<file path="src/hdl/tqi_pkg.sv">
// Shared types and constants for the trapezoid quadratic integrator.
// Transaction structs, sequencer states, multiply-accumulate modes.
// No dependencies.
package tqi_pkg;

    localparam int FRAC_BITS = 16;
    localparam int BOUND_W   = 24;
    localparam int DIFF_W    = BOUND_W + 1;
    localparam int SEG_W     = 16;
    localparam int MAXSEG_W  = 20;
    localparam logic [MAXSEG_W-1:0] MAX_SEGMENTS = 20'd65535;
    localparam int OUT_W     = 48;

    // Shared multiplier operand widths and accumulator width
    localparam int MUL_A_W = 24;
    localparam int MUL_B_W = 25;
    localparam int PROD_W  = MUL_A_W + MUL_B_W;
    localparam int ACC_W   = PROD_W + MUL_B_W;

    // Trapezoid magnitude and signed running result
    localparam int MAG_W = 56;
    localparam int RES_W = 58;

    // Restoring divider
    localparam int DVD_W = 41;
    localparam int DVS_W = SEG_W;
    localparam logic [DVS_W-1:0] CORR_DIV = 16'd12;

    // End correction divide by twelve: 14-bit digits, reciprocal multiply per digit
    localparam int CDQ_W      = 42;
    localparam int CDIG_W     = 14;
    localparam int CDIGITS    = CDQ_W / CDIG_W;
    localparam int CREM_W     = 4;
    localparam int CT_W       = CREM_W + CDIG_W;
    localparam int CPROD_W    = 2 * CT_W;
    localparam logic [CT_W-1:0] CDIV_RECIP = 18'd174763;
    localparam int CDIV_SHIFT = 21;

    localparam logic [OUT_W-1:0] OUT_MAX = {1'b0, {(OUT_W-1){1'b1}}};
    localparam logic [OUT_W-1:0] OUT_MIN = {1'b1, {(OUT_W-1){1'b0}}};

    localparam logic [1:0] OP_SINGLE    = 2'd0;
    localparam logic [1:0] OP_COMPOSITE = 2'd1;
    localparam logic [1:0] OP_CORRECTED = 2'd2;

    typedef struct packed {
        logic [1:0]                op;
        logic signed [BOUND_W-1:0] lower_bound;
        logic signed [BOUND_W-1:0] upper_bound;
        logic [SEG_W-1:0]          segments;
    } in_t;

    typedef struct packed {
        logic signed [OUT_W-1:0] integral;
        logic                    error_flag;
        logic                    saturated;
    } out_t;

    typedef enum logic [2:0] {
        MAC_QUAD,
        MAC_QUAD2,
        MAC_PLAIN,
        MAC_SHL_A,
        MAC_SHL_B
    } mac_mode_t;

    typedef struct packed {
        logic      valid;
        logic      clear;
        mac_mode_t mode;
    } mac_ctl_t;

    typedef enum logic [4:0] {
        ST_IDLE,
        ST_SETUP,
        ST_DIV_GO,
        ST_DIV_WAIT,
        ST_ENDS_LO,
        ST_ENDS_HI,
        ST_SUM,
        ST_S_DRAIN,
        ST_HS_LO,
        ST_HS_HI,
        ST_HS_DRAIN,
        ST_HS_TAKE,
        ST_HH,
        ST_HH_DRAIN,
        ST_CD_LO,
        ST_CD_HI,
        ST_CD_DRAIN,
        ST_CDIV_GO,
        ST_CDIV_WAIT,
        ST_SAT,
        ST_DONE
    } state_t;

endpackage

</file>
<file path="src/hdl/tqi_mac.sv">
// Shared multiply-accumulate unit: registered 24x25 product, then a shifted
// add into the accumulator. Depends on tqi_pkg.
module tqi_mac
    import tqi_pkg::*;
(
    input  logic               clk,
    input  logic               rst_n,
    input  mac_ctl_t           ctl,
    input  logic [MUL_A_W-1:0] a,
    input  logic [MUL_B_W-1:0] b,
    output logic [ACC_W-1:0]   acc
);

    logic [PROD_W-1:0] prod_reg;
    mac_ctl_t          ctl_reg;
    logic [ACC_W-1:0]  acc_reg;
    logic [ACC_W-1:0]  acc_next;
    logic [ACC_W-1:0]  term;
    logic [ACC_W-1:0]  base;

    always_ff @(posedge clk or negedge rst_n)
    begin
        if (!rst_n)
        begin
            ctl_reg <= '0;
        end
        else
        begin
            ctl_reg <= ctl;
        end
    end

    always_ff @(posedge clk)
    begin
        prod_reg <= a * b;
        acc_reg  <= acc_next;
    end

    // Square terms drop their fraction before the add, as each point is floored
    always_comb
    begin
        case (ctl_reg.mode)
            MAC_QUAD:  term = ACC_W'(prod_reg >> FRAC_BITS);
            MAC_QUAD2: term = ACC_W'(prod_reg >> FRAC_BITS) << 1;
            MAC_PLAIN: term = ACC_W'(prod_reg);
            MAC_SHL_A: term = ACC_W'(prod_reg) << MUL_A_W;
            MAC_SHL_B: term = ACC_W'(prod_reg) << MUL_B_W;
            default:   term = '0;
        endcase
    end

    assign base     = ctl_reg.clear ? '0 : acc_reg;
    assign acc_next = ctl_reg.valid ? base + term : acc_reg;
    assign acc      = acc_reg;

endmodule

</file>
<file path="src/hdl/tqi_div.sv">
// Restoring divider, one quotient bit per cycle, unsigned operands.
// Depends on tqi_pkg.
module tqi_div
    import tqi_pkg::*;
(
    input  logic             clk,
    input  logic             rst_n,
    input  logic             go,
    input  logic [DVD_W-1:0] dividend,
    input  logic [DVS_W-1:0] divisor,
    output logic             done,
    output logic [DVD_W-1:0] quotient
);

    localparam int CNT_W = $clog2(DVD_W + 1);

    logic             busy_reg;
    logic             done_reg;
    logic [CNT_W-1:0] cnt_reg;
    logic [DVD_W-1:0] quo_reg;
    logic [DVS_W-1:0] rem_reg;
    logic [DVS_W:0]   trial;
    logic             fits;
    logic [DVS_W:0]   diff;

    assign trial = {rem_reg, quo_reg[DVD_W-1]};
    assign fits  = trial >= {1'b0, divisor};
    assign diff  = trial - {1'b0, divisor};

    always_ff @(posedge clk or negedge rst_n)
    begin
        if (!rst_n)
        begin
            busy_reg <= 1'b0;
            done_reg <= 1'b0;
            cnt_reg  <= '0;
        end
        else
        begin
            done_reg <= busy_reg && (cnt_reg == CNT_W'(1));
            if (go)
            begin
                busy_reg <= 1'b1;
                cnt_reg  <= CNT_W'(DVD_W);
            end
            else if (busy_reg)
            begin
                cnt_reg <= cnt_reg - CNT_W'(1);
                if (cnt_reg == CNT_W'(1))
                begin
                    busy_reg <= 1'b0;
                end
            end
        end
    end

    always_ff @(posedge clk)
    begin
        if (go)
        begin
            quo_reg <= dividend;
            rem_reg <= '0;
        end
        else if (busy_reg)
        begin
            rem_reg <= fits ? diff[DVS_W-1:0] : trial[DVS_W-1:0];
            quo_reg <= {quo_reg[DVD_W-2:0], fits};
        end
    end

    assign done     = done_reg;
    assign quotient = quo_reg;

endmodule

</file>
<file path="src/hdl/trapezoid_quadratic_integrator.sv">
// Trapezoid quadratic integrator: sequencer around a shared multiply-accumulate
// unit and a restoring divider. Depends on tqi_pkg, tqi_mac, tqi_div.
//
// Integrates x^2 + 4x + 4 between two signed Q8.16 bounds.
// Command channel: drive request and raise start; the transaction is taken at a
// clock edge where start is high and busy is low. busy stays high until the
// result has been shown.
// Result channel: done is high for exactly one cycle with result valid; the
// receiver takes it then and cannot hold it off, so nothing ever stalls.
// Operations: op 0 single trapezoid, op 1 composite, op 2 end-corrected.
// Op 3, or op 1 or 2 with zero segments after the clamp, ends with error_flag set.
// The inner-point loop issues one square per cycle into the shared 24x25
// multiplier; the step comes from the one-bit-per-cycle divider, and the
// divide by twelve of the end correction works through three 14-bit digits.
// One transaction is in flight at a time; busy drops in the cycle after done.
// Reset returns the sequencer to idle; an unfinished transaction is dropped.
module trapezoid_quadratic_integrator
    import tqi_pkg::*;
(
    input  logic clk,
    input  logic rst_n,
    input  logic start,
    output logic busy,
    input  in_t  request,
    output logic done,
    output out_t result
);

    state_t state_reg;
    state_t state_next;

    logic [1:0]                op_reg, op_next;
    logic signed [BOUND_W-1:0] lo_reg, lo_next;
    logic signed [BOUND_W-1:0] hi_reg, hi_next;
    logic [SEG_W-1:0]          n_reg, n_next;
    logic signed [DIFF_W-1:0]  h_reg, h_next;
    logic signed [BOUND_W-1:0] x_reg, x_next;
    logic [SEG_W-1:0]          cnt_reg, cnt_next;
    logic signed [RES_W-1:0]   res_reg, res_next;
    logic [CDQ_W-1:0]          cq_reg, cq_next;
    logic [CREM_W-1:0]         cr_reg, cr_next;
    out_t                      result_reg, result_next;

    logic [SEG_W-1:0]          seg_clamped;
    logic                      err;
    logic signed [DIFF_W-1:0]  diff;
    logic                      diff_neg;
    logic [MUL_A_W-1:0]        diff_mag;
    logic [MUL_B_W-1:0]        d_mag;
    logic [MUL_A_W-1:0]        h_mag;
    logic signed [DIFF_W-1:0]  h_from_q;
    logic signed [DIFF_W-1:0]  x_step;
    logic signed [BOUND_W-1:0] quad_x;
    logic signed [DIFF_W-1:0]  quad_t;
    logic [MUL_A_W-1:0]        quad_mag;
    logic [ACC_W-1:0]          hs_shift;
    logic [ACC_W-1:0]          cd_shift;
    logic [MAG_W-1:0]          mag;
    logic                      sat_hi;
    logic                      sat_lo;
    logic [CT_W-1:0]           c_t;
    logic [CPROD_W-1:0]        c_prod;
    logic [CDIG_W-1:0]         c_digit;
    logic [CT_W-1:0]           c_back;

    mac_ctl_t           mac_ctl;
    logic [MUL_A_W-1:0] mac_a;
    logic [MUL_B_W-1:0] mac_b;
    logic [ACC_W-1:0]   acc;

    logic               div_go;
    logic [DVD_W-1:0]   div_dividend;
    logic [DVS_W-1:0]   div_divisor;
    logic               div_done;
    logic [DVD_W-1:0]   div_quotient;

    tqi_mac u_mac (
        .clk   (clk),
        .rst_n (rst_n),
        .ctl   (mac_ctl),
        .a     (mac_a),
        .b     (mac_b),
        .acc   (acc)
    );

    tqi_div u_div (
        .clk      (clk),
        .rst_n    (rst_n),
        .go       (div_go),
        .dividend (div_dividend),
        .divisor  (div_divisor),
        .done     (div_done),
        .quotient (div_quotient)
    );

    // Hold the segment count at its ceiling
    assign seg_clamped = ({{(MAXSEG_W-SEG_W){1'b0}}, request.segments} > MAX_SEGMENTS)
                       ? MAX_SEGMENTS[SEG_W-1:0] : request.segments;

    assign err = (op_reg == OP_SINGLE) ? 1'b0
               : ((op_reg == OP_COMPOSITE) || (op_reg == OP_CORRECTED)) ? (n_reg == '0)
               : 1'b1;

    assign diff     = {hi_reg[BOUND_W-1], hi_reg} - {lo_reg[BOUND_W-1], lo_reg};
    assign diff_neg = diff[DIFF_W-1];
    assign diff_mag = diff_neg ? MUL_A_W'(-diff) : MUL_A_W'(diff);
    assign d_mag    = {diff_mag, 1'b0};
    assign h_mag    = h_reg[DIFF_W-1] ? MUL_A_W'(-h_reg) : MUL_A_W'(h_reg);

    // Step truncates toward zero: divide the magnitude, then restore the sign
    assign h_from_q = diff_neg ? -$signed(div_quotient[DIFF_W-1:0])
                               : $signed(div_quotient[DIFF_W-1:0]);

    assign quad_t   = {quad_x[BOUND_W-1], quad_x} + DIFF_W'(2 << FRAC_BITS);
    assign quad_mag = quad_t[DIFF_W-1] ? MUL_A_W'(-quad_t) : MUL_A_W'(quad_t);

    assign hs_shift = acc >> (FRAC_BITS + 1);
    assign mag      = hs_shift[MAG_W-1:0];
    assign cd_shift = acc >> (2 * FRAC_BITS);

    // Divide by twelve one digit at a time: the reciprocal gives the digit,
    // the remainder carries into the next digit
    assign c_t     = {cr_reg, cq_reg[CDQ_W-1 -: CDIG_W]};
    assign c_prod  = CPROD_W'(c_t) * CPROD_W'(CDIV_RECIP);
    assign c_digit = c_prod[CDIV_SHIFT +: CDIG_W];
    assign c_back  = c_t - CT_W'(c_digit) * CT_W'(CORR_DIV);

    assign sat_hi = !res_reg[RES_W-1] && (res_reg[RES_W-2:OUT_W-1] != '0);
    assign sat_lo = res_reg[RES_W-1] && (res_reg[RES_W-2:OUT_W-1] != '1);

    always_comb
    begin
        state_next = state_reg;
        case (state_reg)
            ST_IDLE:      if (start) state_next = ST_SETUP;
            ST_SETUP:
            begin
                if (err)
                begin
                    state_next = ST_DONE;
                end
                else if (op_reg == OP_SINGLE)
                begin
                    state_next = ST_ENDS_LO;
                end
                else
                begin
                    state_next = ST_DIV_GO;
                end
            end
            ST_DIV_GO:    state_next = ST_DIV_WAIT;
            ST_DIV_WAIT:  if (div_done) state_next = ST_ENDS_LO;
            ST_ENDS_LO:   state_next = ST_ENDS_HI;
            ST_ENDS_HI:   state_next = ST_SUM;
            ST_SUM:       if (cnt_reg == '0) state_next = ST_S_DRAIN;
            ST_S_DRAIN:   state_next = ST_HS_LO;
            ST_HS_LO:     state_next = ST_HS_HI;
            ST_HS_HI:     state_next = ST_HS_DRAIN;
            ST_HS_DRAIN:  state_next = ST_HS_TAKE;
            ST_HS_TAKE:   state_next = (op_reg == OP_CORRECTED) ? ST_HH : ST_SAT;
            ST_HH:        state_next = ST_HH_DRAIN;
            ST_HH_DRAIN:  state_next = ST_CD_LO;
            ST_CD_LO:     state_next = ST_CD_HI;
            ST_CD_HI:     state_next = ST_CD_DRAIN;
            ST_CD_DRAIN:  state_next = ST_CDIV_GO;
            ST_CDIV_GO:   state_next = ST_CDIV_WAIT;
            ST_CDIV_WAIT: if (cnt_reg == '0) state_next = ST_SAT;
            ST_SAT:       state_next = ST_DONE;
            ST_DONE:      state_next = ST_IDLE;
            default:      state_next = ST_IDLE;
        endcase
    end

    always_comb
    begin
        op_next      = op_reg;
        lo_next      = lo_reg;
        hi_next      = hi_reg;
        n_next       = n_reg;
        h_next       = h_reg;
        x_next       = x_reg;
        cnt_next     = cnt_reg;
        res_next     = res_reg;
        cq_next      = cq_reg;
        cr_next      = cr_reg;
        result_next  = result_reg;
        mac_ctl      = '{valid: 1'b0, clear: 1'b0, mode: MAC_PLAIN};
        mac_a        = '0;
        mac_b        = '0;
        quad_x       = x_reg;
        x_step       = {x_reg[BOUND_W-1], x_reg} + h_reg;
        div_go       = 1'b0;
        div_dividend = DVD_W'(diff_mag);
        div_divisor  = n_reg;
        case (state_reg)
            ST_IDLE:
            begin
                if (start)
                begin
                    op_next = request.op;
                    lo_next = request.lower_bound;
                    hi_next = request.upper_bound;
                    n_next  = seg_clamped;
                end
            end
            ST_SETUP:
            begin
                h_next      = diff;
                cnt_next    = '0;
                result_next = '{integral: '0, error_flag: 1'b1, saturated: 1'b0};
            end
            ST_DIV_GO:
            begin
                div_go = 1'b1;
            end
            ST_DIV_WAIT:
            begin
                if (div_done)
                begin
                    h_next   = h_from_q;
                    x_step   = {lo_reg[BOUND_W-1], lo_reg} + h_from_q;
                    x_next   = x_step[BOUND_W-1:0];
                    cnt_next = n_reg - SEG_W'(1);
                end
            end
            ST_ENDS_LO:
            begin
                quad_x  = lo_reg;
                mac_ctl = '{valid: 1'b1, clear: 1'b1, mode: MAC_QUAD};
                mac_a   = quad_mag;
                mac_b   = {1'b0, quad_mag};
            end
            ST_ENDS_HI:
            begin
                quad_x  = hi_reg;
                mac_ctl = '{valid: 1'b1, clear: 1'b0, mode: MAC_QUAD};
                mac_a   = quad_mag;
                mac_b   = {1'b0, quad_mag};
            end
            ST_SUM:
            begin
                // Inner points count twice; advance x by one step per cycle
                if (cnt_reg != '0)
                begin
                    mac_ctl  = '{valid: 1'b1, clear: 1'b0, mode: MAC_QUAD2};
                    mac_a    = quad_mag;
                    mac_b    = {1'b0, quad_mag};
                    x_next   = x_step[BOUND_W-1:0];
                    cnt_next = cnt_reg - SEG_W'(1);
                end
            end
            ST_HS_LO:
            begin
                mac_ctl = '{valid: 1'b1, clear: 1'b1, mode: MAC_PLAIN};
                mac_a   = h_mag;
                mac_b   = acc[MUL_B_W-1:0];
            end
            ST_HS_HI:
            begin
                mac_ctl = '{valid: 1'b1, clear: 1'b0, mode: MAC_SHL_B};
                mac_a   = h_mag;
                mac_b   = MUL_B_W'(acc[PROD_W-1:MUL_B_W]);
            end
            ST_HS_TAKE:
            begin
                res_next = h_reg[DIFF_W-1] ? RES_W'(0) - {2'b00, mag} : {2'b00, mag};
            end
            ST_HH:
            begin
                mac_ctl = '{valid: 1'b1, clear: 1'b1, mode: MAC_PLAIN};
                mac_a   = h_mag;
                mac_b   = {1'b0, h_mag};
            end
            ST_CD_LO:
            begin
                mac_ctl = '{valid: 1'b1, clear: 1'b1, mode: MAC_PLAIN};
                mac_a   = acc[MUL_A_W-1:0];
                mac_b   = d_mag;
            end
            ST_CD_HI:
            begin
                mac_ctl = '{valid: 1'b1, clear: 1'b0, mode: MAC_SHL_A};
                mac_a   = acc[2*MUL_A_W-1:MUL_A_W];
                mac_b   = d_mag;
            end
            ST_CDIV_GO:
            begin
                cq_next  = cd_shift[CDQ_W-1:0];
                cr_next  = '0;
                cnt_next = SEG_W'(CDIGITS);
            end
            ST_CDIV_WAIT:
            begin
                if (cnt_reg != '0)
                begin
                    cq_next  = {cq_reg[CDQ_W-CDIG_W-1:0], c_digit};
                    cr_next  = c_back[CREM_W-1:0];
                    cnt_next = cnt_reg - SEG_W'(1);
                end
                else
                begin
                    // Subtract the correction with the sign of the slope difference
                    res_next = diff_neg ? res_reg + RES_W'(cq_reg)
                                        : res_reg - RES_W'(cq_reg);
                end
            end
            ST_SAT:
            begin
                result_next.error_flag = 1'b0;
                result_next.saturated  = sat_hi || sat_lo;
                if (sat_hi)
                begin
                    result_next.integral = OUT_MAX;
                end
                else if (sat_lo)
                begin
                    result_next.integral = OUT_MIN;
                end
                else
                begin
                    result_next.integral = res_reg[OUT_W-1:0];
                end
            end
            default:
            begin
            end
        endcase
    end

    always_ff @(posedge clk or negedge rst_n)
    begin
        if (!rst_n)
        begin
            state_reg <= ST_IDLE;
        end
        else
        begin
            state_reg <= state_next;
        end
    end

    always_ff @(posedge clk)
    begin
        op_reg     <= op_next;
        lo_reg     <= lo_next;
        hi_reg     <= hi_next;
        n_reg      <= n_next;
        h_reg      <= h_next;
        x_reg      <= x_next;
        cnt_reg    <= cnt_next;
        res_reg    <= res_next;
        cq_reg     <= cq_next;
        cr_reg     <= cr_next;
        result_reg <= result_next;
    end

    assign busy   = (state_reg != ST_IDLE);
    assign done   = (state_reg == ST_DONE);
    assign result = result_reg;

    a_accept_busy: assert property (@(posedge clk) disable iff (!rst_n)
        start && !busy |=> busy)
        else $error("accepted transaction did not raise busy");

    a_done_single: assert property (@(posedge clk) disable iff (!rst_n)
        done |=> !done)
        else $error("result strobe longer than one cycle");

    a_error_zero: assert property (@(posedge clk) disable iff (!rst_n)
        done && result.error_flag |-> (result.integral == '0) && !result.saturated)
        else $error("error result carries a value");

    a_sat_clip: assert property (@(posedge clk) disable iff (!rst_n)
        done && result.saturated |->
            (result.integral == OUT_MAX) || (result.integral == OUT_MIN))
        else $error("saturated result not at a range end");

endmodule
</file>
<file path="config.mk">
export PLATFORM = sky130hd
export DESIGN_NAME = trapezoid_quadratic_integrator
export DESIGN_NICKNAME = d
export VERILOG_FILES = /design/src/hdl/tqi_pkg.sv /design/src/hdl/tqi_mac.sv /design/src/hdl/tqi_div.sv /design/src/hdl/trapezoid_quadratic_integrator.sv
export SDC_FILE = /design/constraint.sdc
export NUM_CORES = 2
export LEC_CHECK = 0
export BUFFER_PORTS_ARGS = -buffer_cell sky130_fd_sc_hd__buf_2
export CORE_ASPECT_RATIO = 1.1
export CORE_UTILIZATION = 53
export DETAILED_ROUTE_END_ITERATION = 8
export PLACE_DENSITY_LB_ADDON = 0.2
export SYNTH_ARGS = -nofsm -noshare
export SYNTH_HDL_FRONTEND = slang
export SYNTH_HIERARCHICAL = 1
export SYNTH_SLANG_ARGS = --single-unit
</file>
<file path="constraint.sdc">
create_clock -name clk -period 10.8 [get_ports clk]
set_input_delay 0 -clock clk [delete_from_list [all_inputs] [get_ports clk]]
set_output_delay 0 -clock clk [all_outputs]
set_load 0.02 [all_outputs]
</file>
==> summary.md <==
| Metric | Value |
|---|---|
| Outcome | complete, but fails checks |
| Failing checks | capacitance limit |
| Most common cell in the netlist | inv_1 |
| RSZ-0062 raised after global routing | true |
| Worst reg2reg setup slack | 0.38 ns |
| Synth Flop Type | edfxtp_1 |
| Final Max Slew Viols | 0 |
| Clk root buf | clkbuf_16 |
| R2r worst-path depth | 37 |
| Hold Path Sink | lo_reg[1] |
| # rows | 132 |
| Post-synth EDFFs | 400 |
| Initial antenna violation count | 5 |
| Cells after Synth | 7,149 |
| Reg2reg start | hi_reg[0] |
| DRC Markers | 0 |
| WP data required | 11.33 ns |
| DR vias | 52,600 |
| WP data arrival | 10.95 ns |
| Via density | 5.93 |
| Clk_lat worst skew | 0.70 ns |
| 1st-iter DRT viols | 4,846 |
| Post-Syn Area | 63,300 um2 |
| Initial core utilization | 53.6% |
| Netlist cell types | 109 |
| Max_slew headroom | 0.947% |
| Core footprint | 118,000 um2 |
| R2R Path End | u_mac/prod_reg[47] |
| Vias in the first global route | 52,800 |
| Area contributors post-synth | fa_1 20%, edfxtp_1 19%, ha_1 11% |
| GRT Overall Usage | 33.1% |
| Post-synthesis sequential area ratio | 21.7% |
| Ys async rst share | 3.73% |
| Gpl congestion | 0.979 |
| Max reg flops | 74 |
| HPWL Detailed | 161 mm |
| Critical path class | reg2reg |
| Crit path capture type | flip-flop |
| Fmax achieved | 96.0 MHz |
| Period utilisation layout | 96.5% |
| CTS H-tree lvls | 2 |
| PortBufs | 120 |
| Clock sink count | 483 |
| Largest net degree at the start of global routing | 90 |
| Synth area leader | fa_1 |
| Post-synth top area share | 19.5% |
| Drt total wl | 201 mm |
| Num CTS Buffers | 57 |
| Commonest cells in the netlist | 979 x inv_1, 780 x nand2_1, 617 x fa_1, 572 x ha_1, 455 x nor2_1 |
| Yosys warnings | 6 |
| Slew @ Worst Pin | 1.48 ns |
| CP peak stage delay | 0.61 ns |
| Setup crit start kind | flip-flop |
| Max Cap Viol | 1 |
| CP Max Fanout | 22 |
| Antenna Nets Post-Route | 0 |
| Die X | 332 um |
| # setup viols final | 0 |
| Worst-case clock buffer depth | 3 |
| Hold Vio Cnt, Final | 0 |
| Fin crit period | 10.42 ns |
| CP most frequent cell | fa_1 |
| # fillers | 10,600 |
| Worst Hold Launch | request[41] |
| Area Overhead vs Synth | 9.59% |
| Mean post-synth cell area | 8.86 um2 |
| Max Clock Skew | 0.0791 ns |
| Die Ht | 365 um |
| Register clock-pin slew on the reported worst setup and hold paths | 0.06 ns |
| I/O Pins | 121 |
| Net count, final | 8,546 |
| Hold crit path type | in2reg |
| DIE AREA | 121,000 um2 |
| Layout cells sized above 1 | 7.62% |
| CP max-delay cell | fa_1 |
| Routed len/inst | 22.6 um |
| CTS tree | built |
| DRT Pass-1 Iters | 8 |
| First-pass GRT wire length | 310 mm |
| Synth Register Bits | 483 |
| Total negative slack | 0 ns |
| WHS Path Cells | 2 |
| Total congestion overflow | 0 |
[cell families after synthesis]
kind of cell / count (synthesis) / share of synthesized area (%)
adder cells (fa/ha/maj): 1189 / 30.8
flip-flops: 483 / 21.7
other: 1 / 0.00592
buffers and inverters: 1311 / 7.88
AND/OR/NAND/NOR: 2170 / 16.5
XOR/XNOR: 461 / 6.38
AO/OA/AOI/OAI: 1424 / 14.9
multiplexers: 110 / 1.86
[worst max-delay path by stage]
stage / endpoint / cells after the start / slack (ns) / start
final: u_mac/prod_reg[47] / 37 / 0.38 / hi_reg[0]
after global placement: u_mac/prod_reg[41] / 37 / 0.27 / hi_reg[0]
after floorplan: u_mac/prod_reg[46] / 38 / 0.97 / hi_reg[0]
after detailed placement: u_mac/prod_reg[46] / 38 / 0.06 / hi_reg[0]
after global routing: u_mac/prod_reg[47] / 37 / -0.06 / hi_reg[0]
after CTS: u_mac/prod_reg[46] / 38 / 0.02 / hi_reg[0]
[per-layer routing]
metal,vias up,global-route usage (%),routed length [um]
met3,388,3.99,13500
met2,2032,57.1,96400
met1,25900,41.9,81200
met5,-,0,23
met4,4,14.2,9860
li1,24300,-,-
[per-stage QoR]
stage | util (%) | instances | instance area, um2 | hold slack [ns] | setup WS (ns)
6_report | 58.8 | 8879 | 69400 | 0.0469 | 0.382
5_1_grt | 58.8 | 8877 | 69400 | 0.0383 | -0.0599
4_1_cts | 58.5 | 8861 | 69100 | 0.000252 | 0.0172
3_5_place_dp | 55.8 | 8637 | 65900 | 0.0661 | 0.0621
3_3_place_gp | 55.8 | 8637 | 65900 | 0.0617 | 0.274
2_1_floorplan | - | 7165 | 63400 | -0.296 | 0.968
[what timing repair did]
action | CTS | global route
setup endpoints to repair | 0 | 17
endpoints found under the hold margin | 87 | 0
resized for setup | 0 | 37
buffers inserted | 0 | 16
hold buffers | 117 | 0
[cell type report]
type / instances / area, um2 / area share [%]
Multi-Input combinational cell: 5371 / 45000 / 64.9
Sequential cell: 483 / 13800 / 19.8
Inverter: 980 / 3680 / 5.30
Timing Repair Buffer: 395 / 3020 / 4.36
Tap cell: 1541 / 1930 / 2.78
Clock buffer: 63 / 1490 / 2.15
Clock inverter: 44 / 494 / 0.712
Antenna cell: 2 / 5.00 / 0.00721
[cell usage in the layout, fill, tap and decap left out, types with 18 or more instances in the layout]
cell	synthesis	layout
o21ai_1	26	26
ha_1	572	572
mux2_2	49	49
or3_1	34	34
nand4_1	48	48
nand2b_1	49	49
and3_1	37	36
a222oi_1	23	23
mux2i_1	60	60
a22oi_1	20	20
a21o_1	167	164
a221oi_1	19	18
nor2b_1	129	129
o21a_1	38	38
a21oi_1	408	406
nand3_1	81	81
a221o_1	25	25
o211ai_1	42	42
o31ai_1	46	44
nor3_1	117	111
buf_2	12	120
a211oi_1	39	38
nor2_1	455	449
a31oi_1	64	59
nand2_1	780	776
xor2_1	173	170
nor4_1	33	30
edfxtp_1	400	400
fa_1	617	617
buf_4	1	150
and2_1	324	323
o21ai_0	264	261
clkbuf_16	0	59
dlygate4sd3_1	0	116
o21bai_1	32	32
dfxtp_1	65	65
a22o_1	28	28
inv_1	979	978
xnor2_1	288	287
or4_1	21	20
[critical path: cells and delay by family, from the launching register on]
kind / cells / cell delay [ns]
AO/OA/AOI/OAI: 12 / 2.83
buffers and inverters: 6 / 0.67
adder cells (fa/ha/maj): 10 / 4.37
XOR/XNOR: 3 / 0.72
flip-flops: 1 / 0.39
AND/OR/NAND/NOR: 6 / 1.27
Power is not shown: default switching activity piles up to over one toggle a cycle in this logic, so the estimate is an artifact.
